==> src/design/tcp_pkg.sv <==
package tcp_pkg;

  typedef enum logic [1:0] {
    OP_RULE     = 2'd0,
    OP_CLEAR    = 2'd1,
    OP_COLLAPSE = 2'd2,
    OP_READ     = 2'd3
  } op_e;

  typedef enum logic [0:0] {
    CFG_MAP_SIZE   = 1'b0,
    CFG_TYPE_COUNT = 1'b1
  } cfg_idx_e;

  localparam int unsigned OUT_MASK_W = 16;

  typedef struct packed {
    logic [1:0]  opcode;
    logic [5:0]  cell_x;
    logic [5:0]  cell_y;
    logic [3:0]  tile_type;
    logic [1:0]  direction;
    logic [15:0] rule_mask;
  } in_item_t;

  typedef struct packed {
    logic [15:0] cell_mask;
    logic        cell_closed;
    logic        open_cells_left;
    logic        contradiction;
  } out_item_t;

  // classified command handed from front to back
  typedef struct packed {
    op_e         op;
    logic        in_map;
    logic        type_ok;
    logic [5:0]  x;
    logic [5:0]  y;
    logic [3:0]  t;
    logic [1:0]  d;
    logic [15:0] rm;
  } cmd_t;

endpackage

==> src/design/tcp_fifo.sv <==
module tcp_fifo import tcp_pkg::*; (
  input  logic clk_i,
  input  logic rst_ni,
  input  logic push_i,
  output logic push_ready_o,
  input  cmd_t push_data_i,
  output logic pop_valid_o,
  input  logic pop_i,
  output cmd_t pop_data_o
);

  cmd_t       buf_q [2];
  logic       wp_q, wp_d, rp_q, rp_d;
  logic [1:0] cnt_q, cnt_d;
  logic       do_push, do_pop;

  assign push_ready_o = cnt_q != 2'd2;
  assign pop_valid_o  = cnt_q != 2'd0;
  assign pop_data_o   = buf_q[rp_q];
  assign do_push      = push_i && push_ready_o;
  assign do_pop       = pop_i && pop_valid_o;

  always_comb begin
    wp_d  = do_push ? ~wp_q : wp_q;
    rp_d  = do_pop ? ~rp_q : rp_q;
    cnt_d = cnt_q;
    if (do_push && !do_pop) begin
      cnt_d = cnt_q + 2'd1;
    end else if (do_pop && !do_push) begin
      cnt_d = cnt_q - 2'd1;
    end
  end

  always_ff @(posedge clk_i or negedge rst_ni) begin
    if (!rst_ni) begin
      wp_q  <= 1'b0;
      rp_q  <= 1'b0;
      cnt_q <= 2'd0;
    end else begin
      wp_q  <= wp_d;
      rp_q  <= rp_d;
      cnt_q <= cnt_d;
    end
  end

  always_ff @(posedge clk_i) begin
    if (do_push) begin
      buf_q[wp_q] <= push_data_i;
    end
  end

  a_cnt_ptr: assert property (@(posedge clk_i) disable iff (!rst_ni)
    (cnt_q == 2'd0 || cnt_q == 2'd2) |-> wp_q == rp_q) else $error("pointer mismatch");
  a_cnt_max: assert property (@(posedge clk_i) disable iff (!rst_ni)
    cnt_q != 2'd3) else $error("fill count overflow");
  a_one: assert property (@(posedge clk_i) disable iff (!rst_ni)
    cnt_q == 2'd1 |-> wp_q != rp_q) else $error("pointer mismatch");

endmodule

==> config.mk <==
export PLATFORM = sky130hd
export DESIGN_NAME = tcp_fifo
export DESIGN_NICKNAME = d
export VERILOG_FILES = /design/src/design/tcp_pkg.sv /design/src/design/tcp_fifo.sv
export SDC_FILE = /design/constraint.sdc
export NUM_CORES = 1
export LEC_CHECK = 0
export BUFFER_PORTS_ARGS = -buffer_cell sky130_fd_sc_hd__buf_2
export CAP_MARGIN = 0
export CORE_ASPECT_RATIO = 2
export CORE_UTILIZATION = 45
export CTS_CLUSTER_SIZE = 24
export DETAILED_ROUTE_END_ITERATION = 10
export PLACE_DENSITY = 0.69
export SYNTH_ARGS = -nofsm -noshare
export SYNTH_HDL_FRONTEND = slang
export SYNTH_SLANG_ARGS = --single-unit
==> constraint.sdc <==
create_clock -name clk_i -period 3 [get_ports clk_i]
set_clock_uncertainty 0.05 [all_clocks]
set_input_delay 0.15 -clock clk_i [delete_from_list [all_inputs] [get_ports clk_i]]
set_output_delay 0.15 -clock clk_i [all_outputs]
set_load 0.02 [all_outputs]
==> summary.txt <==
Timing
  • Final hold violations: 0
  • RSZ-0062 raised after global routing: no
  • Fmax: 0.487 GHz
  • Rel. slew slack: 0.394
  • Fin crit period: 2.05 ns
  • Max-slew violation count: 0
  • Least-Margin Pin Slew: 0.910 ns
  • Setup_tns: 0 ns
  • Setup-failing EPs final: 0
  • Period Utilization, post-route: 0.684
  • Final hold slack: 0.0733 ns

Setup path
  • Worst endpoint required time: 2.80 ns
  • FF-to-FF Start: cnt_q[0]
  • Critical path launch point type: register
  • CP Capture Type: output pin
  • Reg2Reg Depth: 2
  • Data arrival, critical path: 1.85 ns
  • CP startpoint: rp_q
  • Critical path type: register to output pin
  • Crit path max fanout: 20
  • Reg2Reg Setup Slack: 1.19 ns

Logic synthesis
  • Top cell type by total area after synthesis: edfxtp_1
  • Number of synthesized register bits: 80
  • Post-synthesis sequential area ratio: 0.799
  • Post-synth top flop: edfxtp_1
  • Async S/R FF share, synth: 0.0500
  • Post-synth top area share: 0.765
  • Top cells by count, synth: edfxtp_1 (76), mux2_2 (28), mux2_4 (10)
  • Cell area after synthesis: 0.00298 mm2
  • Count leader, synth: edfxtp_1
  • Net Count, Synth: 179
  • Post-Synthesis Cells: 136
  • Syn_area_per_cell: 21.9 um2
  • EDFF count, synth: 76
  • Top cells by area, synth: edfxtp_1 (77%), mux2_2 (11%), mux2_4 (5.0%), dfrtp_1 (3.4%), xnor2_1 (0.88%)
  • Netlist cell types: 16
  • YS warnings: 0

Drt
  • WL per Instance: 14.2 um
  • WL final: 5030 um
  • Vias: 1637
  • 1st-iter DRT viols: 49
  • TritonRoute pass-1 iters: 4
  • # DRC: 0
  • Vias per inst: 4.61
  • Post-DRT Antenna Nets: 0

Final layout
  • Layout fillers: 505
  • Nets: 309
  • Layout cells sized above 1: 0.498
  • Area delta synth->final: 38.2%
  • # diodes: 0

Status
  • Outcome: complete, no violations

Placement
  • GPL Wtd Cong: 0.683
  • Port-buffer cells: 81
  • Final HPWL DP: 3040 um

Clock tree
  • Clock latency at the later pin of the worst-skew pair: 0.32 ns
  • CTS Buf Count: 9
  • CTS tree: done
  • Sink Count: 80
  • CTS H-tree depth: 3
  • Clk buf depth: 2
  • Clock Pin Slew Worst Setup and Hold Paths: 0.05 ns
  • # resized after CTS: 0
  • CTS root buffer: clkbuf_16
  • Cts hold-fix bufs: 39
  • Post-CTS setup buffer count: 0

Floorplan
  • Std-Cell Rows: 41
  • Die area: 0.00698 mm2
  • Initial cell density of the core: 0.469
  • IO Pins: 82
  • Chip Width: 59.6 um
  • Core footprint: 0.00636 mm2
  • Die Height: 117 um

Power
  • Power density cells: 932 mW/mm2
  • IR Drop Worst-Case VDD: 689 uV
  • Overall Power: 0.00384 W
  • Lkg Pwr: 1.61 nW

Worst hold path
  • Worst hold-check path type: input pin to register
  • HP Start: pop_i
  • Hold path cells: 3

Global routing
  • Initial antenna violation count: 0
  • Vias in the first global route: 1664
  • Global-route wire length before repair: 7410 um
  • Largest net degree at the start of global routing: 39
  • Congestion Overflow GR: 0
  • Gr usage total: 0.154

Flow run
  • Max-Cap Viols: 0
[cell families after synthesis]
| kind of cell | Yosys count | share of synthesized area |
|---|---|---|
| flip-flops | 80 | 0.799 |
| adder cells (fa/ha/maj) | 1 | 0.00419 |
| AND/OR/NAND/NOR | 7 | 0.0113 |
| XOR/XNOR | 5 | 0.0147 |
| multiplexers | 38 | 0.156 |
| buffers and inverters | 5 | 0.0151 |
[final timing paths]
| path | end |
|---|---|
| setup / recovery | pop_data_o[33] |
| hold / removal | rp_q |
| setup reg to reg | buf_q[1][21] |
| hold reg to reg | cnt_q[1] |
| max in group asynchronous | rp_q |
| min in group asynchronous | cnt_q[1] |
[cells in the final DEF (no fill, tap or decap), drive strengths merged]
| cell type | count |
|---|---|
| mux2 | 38 |
| dlygate4sd3 | 39 |
| clkbuf | 11 |
| inv | 1 |
| clkinv | 3 |
| xor2 | 2 |
| xnor2 | 3 |
| nand2b | 1 |
| or2 | 1 |
| dfrtp | 4 |
| edfxtp | 76 |
| buf | 84 |
| ha | 1 |
| nand2 | 2 |
| nor2 | 2 |
| and3 | 1 |
[worst max-delay path: stages, from the launching register on]
cell and delay (ns):
dfrtp_2 0.67, buf_4 0.32, mux2_2 0.37, buf_2 0.16
[per-layer routing]
layer	global-route usage	vias up	share of wire
li1	-	783	-
met5	0	-	0
met2	0.264	53	0.54
met3	0.0462	7	0.050
met1	0.163	794	0.39
met4	0.0884	0	0.019
[final cells by class]
type                    count  area (um2)  share of cell area
multi-input cells          51         564               0.137
repair buffers            123         818               0.199
inverters                   1        3.75            0.000911
flip-flops and latches     80        2380               0.578
clock inverters             3        11.3             0.00273
well taps                  86         108              0.0261
clock buffers              11         233              0.0565
[stage by stage]
stage               cell area, um2  std cells  worst slack [ns]  utilization
CTS                           4120        355             0.926        0.648
detailed placement            3490        302              1.15        0.548
floorplan                     2980        136             0.115            -
global route                  4120        355             0.873        0.648
global placement              3490        302              1.21        0.548
finish                        4120        355             0.948        0.648
[power breakdown]
group	total [W]	switching, W	leakage, nW	internal, W
clock network	0.000901	0.000359	0.118	0.000541
logic	0.00128	0.000717	0.737	0.000565
registers	0.00166	0.000123	0.752	0.00154
total	0.00384	0.00120	1.61	0.00264
[state kept, by name (all words and copies together) (netlist names)]
name	flops
cnt_q	2
wp_q	1
rp_q	1
buf_q	76
Note: power is estimated with default switching activity, not from simulation.
