<file path="src/design/tcp_pkg.sv">
package tcp_pkg;

  typedef enum logic [1:0] {
    OP_RULE     = 2'd0,
    OP_CLEAR    = 2'd1,
    OP_COLLAPSE = 2'd2,
    OP_READ     = 2'd3
  } op_e;

  typedef enum logic [0:0] {
    CFG_MAP_SIZE   = 1'b0,
    CFG_TYPE_COUNT = 1'b1
  } cfg_idx_e;

  localparam int unsigned OUT_MASK_W = 16;

  typedef struct packed {
    logic [1:0]  opcode;
    logic [5:0]  cell_x;
    logic [5:0]  cell_y;
    logic [3:0]  tile_type;
    logic [1:0]  direction;
    logic [15:0] rule_mask;
  } in_item_t;

  typedef struct packed {
    logic [15:0] cell_mask;
    logic        cell_closed;
    logic        open_cells_left;
    logic        contradiction;
  } out_item_t;

  // classified command handed from front to back
  typedef struct packed {
    op_e         op;
    logic        in_map;
    logic        type_ok;
    logic [5:0]  x;
    logic [5:0]  y;
    logic [3:0]  t;
    logic [1:0]  d;
    logic [15:0] rm;
  } cmd_t;

endpackage

</file>
<file path="src/design/tcp_front.sv">
module tcp_front import tcp_pkg::*; #(
  parameter int SW = 7
) (
  input  logic          clk_i,
  input  logic          rst_ni,
  input  logic [SW-1:0] side_i,
  input  logic [4:0]    types_i,
  input  logic          in_valid_i,
  output logic          in_ready_o,
  input  in_item_t      in_item_i,
  output logic          push_o,
  input  logic          push_ready_i,
  output cmd_t          cmd_o
);

  logic seen_q;

  assign in_ready_o = push_ready_i;
  assign push_o     = in_valid_i && push_ready_i;

  always_comb begin
    cmd_o.op      = op_e'(in_item_i.opcode);
    cmd_o.in_map  = (32'(in_item_i.cell_x) < 32'(side_i)) &&
                    (32'(in_item_i.cell_y) < 32'(side_i));
    cmd_o.type_ok = 32'(in_item_i.tile_type) < 32'(types_i);
    cmd_o.x       = in_item_i.cell_x;
    cmd_o.y       = in_item_i.cell_y;
    cmd_o.t       = in_item_i.tile_type;
    cmd_o.d       = in_item_i.direction;
    cmd_o.rm      = in_item_i.rule_mask;
  end

  // tracks whether any transaction has been taken since reset
  always_ff @(posedge clk_i or negedge rst_ni) begin
    if (!rst_ni) begin
      seen_q <= 1'b0;
    end else if (push_o) begin
      seen_q <= 1'b1;
    end
  end

  a_push_ready: assert property (@(posedge clk_i) disable iff (!rst_ni)
    push_o |-> push_ready_i && in_valid_i) else $error("push without room");
  a_seen: assert property (@(posedge clk_i) disable iff (!rst_ni)
    push_o |=> seen_q) else $error("seen flag lost");
  a_ready: assert property (@(posedge clk_i) disable iff (!rst_ni)
    !push_ready_i |-> !push_o) else $error("push while full");

endmodule

</file>
<file path="config.mk">
export PLATFORM = sky130hd
export DESIGN_NAME = tcp_front
export DESIGN_NICKNAME = d
export VERILOG_FILES = /design/src/design/tcp_pkg.sv /design/src/design/tcp_front.sv
export SDC_FILE = /design/constraint.sdc
export NUM_CORES = 1
export LEC_CHECK = 0
export ABC_CLOCK_PERIOD_IN_PS = 950
export BUFFER_PORTS_ARGS = -buffer_cell sky130_fd_sc_hd__buf_2
export CAP_MARGIN = 5
export CORE_UTILIZATION = 31
export DETAILED_ROUTE_END_ITERATION = 6
export PLACE_DENSITY = 0.85
export SETUP_SLACK_MARGIN = 0.02
export SLEW_MARGIN = 20
export SYNTH_ARGS = -nofsm -noshare
export SYNTH_HDL_FRONTEND = slang
export SYNTH_SLANG_ARGS = --single-unit
</file>
<file path="constraint.sdc">
create_clock -name vclk -period 0.95
set_input_delay 0.0475 -clock vclk [all_inputs]
set_output_delay 0.0475 -clock vclk [all_outputs]
set_load 0.02 [all_outputs]
</file>
==> results of run 1 <==
-- routing by layer --
metal,share of wire (%),up-vias
met5,0,-
met4,4.5,0
met3,11,8
met2,52,42
met1,33,221
li1,-,259
-- where the power goes --
group          switching, mW  total (mW)  internal [mW]  leakage [nW]
Sequential                 0           0              0             0
Clock                      0           0              0             0
Combinational          0.215       0.417          0.202         0.407
-- how the worst max path moves through the flow --
stage	startpoint	endpoint	slack, ps
6_report	types_i[1]	cmd_o[34]	-160
5_1_grt	types_i[1]	cmd_o[34]	-210
4_1_cts	types_i[1]	cmd_o[34]	-160
3_5_place_dp	types_i[1]	cmd_o[34]	-230
3_3_place_gp	types_i[1]	cmd_o[34]	-210
2_1_floorplan	side_i[1]	cmd_o[35]	10
-- layout make-up --
type               instances  area (um2)  area share (%)
repair buffers            50       281.5           35.66
multi-input cells         34       427.9           54.20
well taps                 25       31.28           3.962
inverters                  9       48.80           6.181
-- repair_timing --
| item | CTS | global route |
|---|---|---|
| pin swaps | 8 | 2 |
| gates resized for setup | 16 | 2 |
| endpoints found under the setup margin | 2 | 2 |
-- critical path: cells and delay by family --
kind / cells / cell delay (ps)
AOI/OAI and AO/OA: 2 / 170
adders and majority gates: 1 / 240
buffers and inverters: 3 / 250
and+or+nand+nor: 1 / 360
-- layout by cell type, fill, tap and decap left out, types with 2 or more instances in the layout --
cell type	instances
buf_2	45
ha_1	6
nor2_1	2
nand2b_1	2
inv_2	3
ha_4	5
nand2_2	2
buf_6	3
a211oi_2	2
ha_2	2
inv_1	4
-- kinds of logic after synthesis --
family	after synthesis
buf+inv	46
fa+ha+maj	13
simple gates	12
compound gates	9
-- per-stage QoR --
step | setup WS [ps] | setup TNS, ps
floorplan | 14.69 | 0
global placement | -210.1 | -420.0
detailed placement | -234.5 | -458.8
CTS | -163.9 | -314.8
global route | -206.9 | -409.3
finish | -160.5 | -299.2
==> out/qor.csv, run 1 <==
metric,value,unit
status,finished with violations,
failing checks,negative setup slack,
multiplexer share of the synthesized area,0,%
CP Capture Type,primary output,
GR peak layer,met2,
Global Route met2 Usage,27.61,%
num rows,15,
top post-synthesis cells by area,"buf_4 (46%), ha_1 (27%), inv_1 (5.6%)",
top-count cell post-synth,buf_4,
vias in the first global route,527,
GRT Total Usage,12.48,%
CP Cell Sequence,"buf_6, inv_4, ha_4, a21o_1, a211oi_2, or3_4, buf_6",
Non-Filler Instances,118,
slowest cell on the critical path,or3_4,
PortBufs,50,
Max-Slew Margin vs Limit,85.54,%
largest fanout on the critical path,1,
initial core utilization,33.89,%
final hold vios,0,
Crit Path Class,in -> out,
first-pass GRT wire length,1987,um
setup repair bufs after CTS,0,
Required @ worst endpoint,900,ps
largest net degree at the start of global routing,3,
Worst Hold Path EP,cmd_o[10],
count of cell types in the netlist,17,
die height,46.15,um
sequential cell area,0,um2
Max Transition Viols Final,0,
layout cells sized above 1,79.57,%
ANT cells,0,
final setup fails,2,
Synth Area in Simple Gates,10.14,%
post-DP HPWL,1132,um
Max Cap Viol,0,
# hold bufs at CTS,0,
post-layout util,44.28,%
Power Total,416.8,uW
most common library cells after synthesis,"buf_4 (37), ha_1 (13), inv_1 (9)",
Final period util,116.9,%
met1 GRT Util,10.34,%
clock buffers,0,
WL/cell,10.75,um
total congestion overflow,0,
CORE AREA,1783,um2
antenna violations before repair,0,
Tmin final,1111,ps
TritonRoute pass-1 iters,4,
net count after synthesis,145,
Min Hold Slack,95.01,ps
crit path launch type,input port,
placed insts,118,
Worst VDD drop,0.2446,mV
power per cell area,527.9,nW/um2
final wirelength,1269,um
fill count,173,
NumNets Final,160,
hold depth,0,
1st-iter DRT viols,1,
via/cell ratio,4.492,
gp weighted congestion,0.7870,
die area,2130,um2
Hold Startpoint,in_item_i[10],
synth warn,0,
drc violations,0,
syn_area_per_cell,7.554,um2
sequential fraction of the synthesis area,0,%
met3 usage,1.176,%
Adder-Cell Fraction of Synth Area,26.92,%
slack of the critical path,-160.5,ps
Yosys top cell area share,45.96,%
Area growth syn-to-layout,30.64,%
arrival time worst endpoint,1060,ps
combinational family with the most area after synthesis,buffers and inverters,
largest area contributor in the netlist,buf_4,
Leak,0.4073,nW
Final Cell Area,789.5,um2
seq_cells,0,
ANT nets after route,0,
xor/xnor share of the synthesized area,0,%
Mapped Area,604.3,um2
RSZ-0062 raised after global routing,yes,
Compound-Gate Fraction of Synth Area,11.39,%
Hold Crit Class,in -> out,
Post-Synthesis Cells,80,
DP Area,709.4,um2
slew of the pin with the lowest slew margin,215.3,ps
I/O pins,92,
maximum clock frequency,900.5,MHz
"most used cell, CP",buf_6,
vias post-DR,530,
largest stage delay on the critical path,360,ps
die width,46.15,um
Note: power is estimated with default switching activity, not from simulation.
==> run 2, diff against run 1 <==
ABC_CLOCK_PERIOD_IN_PS = 1300   (was 950)
CORE_UTILIZATION = 33   (was 31)
PLACE_DENSITY = 0.9   (was 0.85)
clock period = 1.3 ns   (was 0.95 ns; I/O delays follow)
==> run 2 against run 1 <==
Net effect:
- the run now ends clean
- final area shrank 19%
- sequential cell count is the same
- critical path depth is the same
- cell count is the same
- global-route usage shrank 1.6 points
- non-clock buffer count is the same
- count of clock-buffer cells in the layout is the same
- first-iteration DRC count grew to 5.0 times the previous value
- power shrank 43%
- utilization shrank 7.4 points
- setup slack gained 240 ps
- largest power group unchanged
==> out/qor.csv, run 2 (synthesis results as in run 1) <==
metric,value,unit,change
fill count,194,,+12%
slowest cell on the critical path,ha_1,,
sequential cell area,0,um2,unchanged
# hold bufs at CTS,0,,unchanged
Required @ worst endpoint,1240,ps,+340 ps
layout cells sized above 1,60.22,%,-19 points
clock buffers,0,,unchanged
largest stage delay on the critical path,280,ps,-80 ps
CP Capture Type,primary output,,
RSZ-0062 raised after global routing,no,,
number of buffers and inverters on the critical path,3,,unchanged
Hold Crit Class,in -> out,,
drc violations,0,,unchanged
final hold vios,0,,unchanged
TritonRoute pass-1 iters,4,,unchanged
PortBufs,50,,unchanged
first-pass GRT wire length,1704,um,-14%
gp weighted congestion,0.6717,,-15%
net switching power figure,131.4,uW,-39%
die width,44.80,um,-2.9%
Min Hold Slack,130.0,ps,+35.00 ps
final setup fails,0,,-2
Tmin final,1216,ps,
arrival time worst endpoint,1150,ps,+90 ps
via/cell ratio,4.381,,-2.5%
initial core utilization,35.00,%,+1.1 points
GRT Total Usage,10.87,%,-1.6 points
Worst VDD drop,0.1120,mV,-54%
post-DP HPWL,1139,um,+0.64%
vias in the first global route,437,,-17%
seq_cells,0,,unchanged
"most used cell, CP",buf_2,,
Int Pwr,107.0,uW,-47%
Setup TNS Final,0,ps,+299.2 ps
Power Total,238.5,uW,-43%
family with the most delay on the worst path,compound AO/OA/AOI/OAI gates,,
Crit Path Class,in -> out,,
"leading cell types in the layout, fill and taps excluded","buf_2 (49), ha_1 (13), inv_1 (9)",,
clock network power share,0,%,unchanged
ANT cells,0,,unchanged
slew of the pin with the lowest slew margin,239.4,ps,+24.10 ps
Max Transition Viols Final,0,,unchanged
ANT nets after route,0,,unchanged
NumNets Final,160,,unchanged
Final period util,93.52,%,
"commonest non-fill, non-tap cell in the layout",buf_2,,
crit path launch type,input port,,
antenna violations before repair,0,,unchanged
die height,44.80,um,-2.9%
CORE AREA,1727,um2,-3.2%
vias post-DR,517,,-2.5%
Area growth syn-to-layout,5.383,%,
WL/cell,11.25,um,+4.6%
CP Cell Sequence,"buf_2, inv_1, ha_1, a21o_1, a211oi_1, or3_1, buf_2",,
Leak,0.3919,nW,-3.8%
power per cell area,374.4,nW/um2,-29%
Reg power frac,0,%,unchanged
Combinational Power Share,100.0,%,about the same
die area,2007,um2,-5.8%
I/O pins,92,,unchanged
largest fanout on the critical path,1,,unchanged
status,finished clean,,
Max Cap Viol,0,,unchanged
final wirelength,1327,um,+4.6%
total congestion overflow,0,,unchanged
1st-iter DRT viols,5,,+4
Max-Slew Margin vs Limit,83.91,%,-1.6 points
largest net degree at the start of global routing,3,,unchanged
switching share of power,55.12,%,+3.6 points
num rows,15,,unchanged
maximum clock frequency,822.6,MHz,
[run 2: cell types whose count changed in the layout (fill, tap and decap cells not counted), moves of 2 or more]
cell	previous run	this run
inv_1	4	9
ha_1	6	13
inv_2	3	0
nand2_2	2	0
buf_6	3	0
ha_4	5	0
buf_2	45	49
nand2_1	0	2
ha_2	2	0
[run 2: worst paths after layout]
| kind | startpoint | endpoint | slack [ps] | cells past startpoint |
|---|---|---|---|---|
| max | types_i[1] | cmd_o[34] | 80 | 7 |
| min | in_item_i[11] | cmd_o[11] | 130 | 0 |
[run 2: layer usage]
layer | routed length (um) | global-route usage (%) | share of wire, % | vias to the layer above
met5 | 0 | 0 | 0 | -
met4 | 47 | 4.848 | 3.5 | 0
met3 | 127 | 1.200 | 9.6 | 8
met2 | 661 | 18.24 | 50 | 35
met1 | 490 | 13.98 | 37 | 217
li1 | - | - | - | 257
[run 2: per-stage QoR]
step           cells  setup slack [ps]  instance area (um2)  util (%)
2_1_floorplan     80             26.75                604.3         -
4_1_cts          118             27.83                608.1     35.22
3_3_place_gp     118             71.16                608.1     35.22
6_report         118             84.28                636.9     36.88
5_1_grt          118             22.23                636.9     36.88
3_5_place_dp     118             37.52                608.1     35.22
[run 2: power by group through the flow]
stage | Combinational [mW] | Clock [mW] | Sequential (mW)
6_report | 0.238 | 0 | 0
5_1_grt | 0.262 | 0 | 0
4_1_cts | 0.222 | 0 | 0
3_5_place_dp | 0.221 | 0 | 0
3_3_place_gp | 0.215 | 0 | 0
2_1_floorplan | 0.250 | 0 | 0
[run 2: cell type report]
type	count	area, um2	area share (%)
Multi-Input combinational cell	34	319.1	50.10
Tap cell	25	31.28	4.912
Inverter	9	33.78	5.305
Timing Repair Buffer	50	252.7	39.69
[run 2: timing repair]
item / CTS / global route
resized for setup: 0 / 6
buffers inserted: 0 / 0
setup endpoints to repair: 0 / 1
==> run 3, diff against run 2 <==
--- a/config.mk
+++ b/config.mk
@@ -7,8 +7,8 @@
 export LEC_CHECK = 0
-export ABC_CLOCK_PERIOD_IN_PS = 1300
+export ABC_CLOCK_PERIOD_IN_PS = 1200
 export BUFFER_PORTS_ARGS = -buffer_cell sky130_fd_sc_hd__buf_2
 export CAP_MARGIN = 5
-export CORE_UTILIZATION = 33
+export CORE_UTILIZATION = 31
 export DETAILED_ROUTE_END_ITERATION = 6
-export PLACE_DENSITY = 0.9
+export PLACE_DENSITY = 0.85
 export SETUP_SLACK_MARGIN = 0.02
==> constraint.sdc (replaced) <==
create_clock -name vclk -period 1.2
set_input_delay 0.06 -clock vclk [all_inputs]
set_output_delay 0.06 -clock vclk [all_outputs]
set_load 0.005 [all_outputs]
==> run 3 against run 2 <==
Net effect:
- via count did not move
- worst hold slack got worse by 10 ps
- largest power group unchanged
- utilization rose by 2.5 points
==> out/qor.csv, run 3 (synthesis results as in run 1) <==
metric,value,unit,change
WL/cell,10.91,um,-3.0%
post-layout util,39.37,%,+2.5 points
drc violations,0,,unchanged
TritonRoute pass-1 iters,2,,-2
Final period util,92.44,%,
power per cell area,332.9,nW/um2,-11%
die height,46.15,um,+3.0%
die area,2130,um2,+6.1%
clock buffers,0,,unchanged
antenna violations before repair,0,,unchanged
status,finished clean,,
slew of the pin with the lowest slew margin,237.2,ps,-2.252 ps
largest fanout on the critical path,1,,unchanged
Max Transition Viols Final,0,,unchanged
Non-Filler Instances,118,,unchanged
Area growth syn-to-layout,16.15,%,
vias in the first global route,486,,+11%
sequential cell area,0,um2,unchanged
GRT Total Usage,11.12,%,+0.25 points
arrival time worst endpoint,1050,ps,-100 ps
RSZ-0062 raised after global routing,no,,
Crit Path Class,in -> out,,
Leak,0.3929,nW,+0.24%
largest net degree at the start of global routing,3,,unchanged
I/O pins,92,,unchanged
initial core utilization,33.89,%,-1.1 points
1st-iter DRT viols,3,,-2
total congestion overflow,0,,unchanged
setup repair bufs after CTS,0,,unchanged
ANT nets after route,0,,unchanged
CP Capture Type,primary output,,
first-pass GRT wire length,1842,um,+8.1%
crit path launch type,input port,,
num rows,15,,unchanged
final wirelength,1287,um,-3.0%
post-DP HPWL,1072,um,-5.9%
final setup fails,0,,unchanged
Max Cap Viol,0,,unchanged
Final Cell Area,701.9,um2,+10%
CORE AREA,1783,um2,+3.3%
Max-Slew Margin vs Limit,84.06,%,+0.15 points
vias post-DR,517,,unchanged
Required @ worst endpoint,1140,ps,-100 ps
"leading cell types in the layout, fill and taps excluded","buf_2 (48), ha_1 (9), inv_1 (6)",,
ANT cells,0,,unchanged
final hold vios,0,,unchanged
Worst VDD drop,0.1391,mV,+24%
gp weighted congestion,0.7022,,+4.5%
layout cells sized above 1,68.82,%,+8.6 points
"commonest non-fill, non-tap cell in the layout",buf_2,,
NumNets Final,160,,unchanged
maximum clock frequency,901.5,MHz,
seq_cells,0,,unchanged
placed insts,118,,unchanged
die width,46.15,um,+3.0%
Tmin final,1109,ps,
DP Area,608.1,um2,unchanged
via/cell ratio,4.381,,unchanged
Hold Crit Class,in -> out,,
PortBufs,50,,unchanged
## run 3: power breakdown
part           switching, mW  internal, mW
combinational          0.105         0.129
clock                      0             0
sequential                 0             0
total                  0.105         0.129
## run 3: per-layer routing
metal / up-vias / global-route usage [%] / part of all wire [%]
met1: 223 / 10.34 / 31
met5: - / 0 / 0
met4: 0 / 1.765 / 0.62
met2: 33 / 21.97 / 58
met3: 4 / 5.098 / 10
li1: 257 / - / -
## run 3: area by class of cell
cell class / count / area, um2
inverter: 9 / 33.78
tap: 25 / 31.28
multi-input combinational: 34 / 374.1
timing repair buffer: 50 / 262.8
fill: 206 / 1081
## run 3: path summary, 6_finish.rpt
path	startpoint	endpoint	slack, ps	depth (start not counted)
worst max-delay path	types_i[1]	cmd_o[34]	90	7
worst min-delay path	in_item_i[7]	cmd_o[7]	120	0
## run 3: worst max-delay path, cell delays in order
cell and delay (ps):
buf_6 70, inv_2 30, ha_4 240, a21o_1 120, a211oi_2 50, or3_1 350
buf_2 130
## run 3: stage by stage
stage / power [mW] / setup WS (ps) / TNS [ps] / hold WS [ps]
6_report: 0.2337 / 90.68 / 0 / 120.0
4_1_cts: 0.2018 / 38.76 / 0 / 120.0
2_1_floorplan: 0.1791 / 234.4 / 0 / 200.8
5_1_grt: 0.2665 / 21.53 / 0 / 120.0
3_3_place_gp: 0.1863 / 17.84 / 0 / 120.0
3_5_place_dp: 0.1921 / -8.117 / -8.117 / 120.0
## run 3: timing repair
item,CTS,global route
endpoints found under the setup margin,1,2
hold buffers,0,0
resized for setup,2,15
pin swaps,0,10
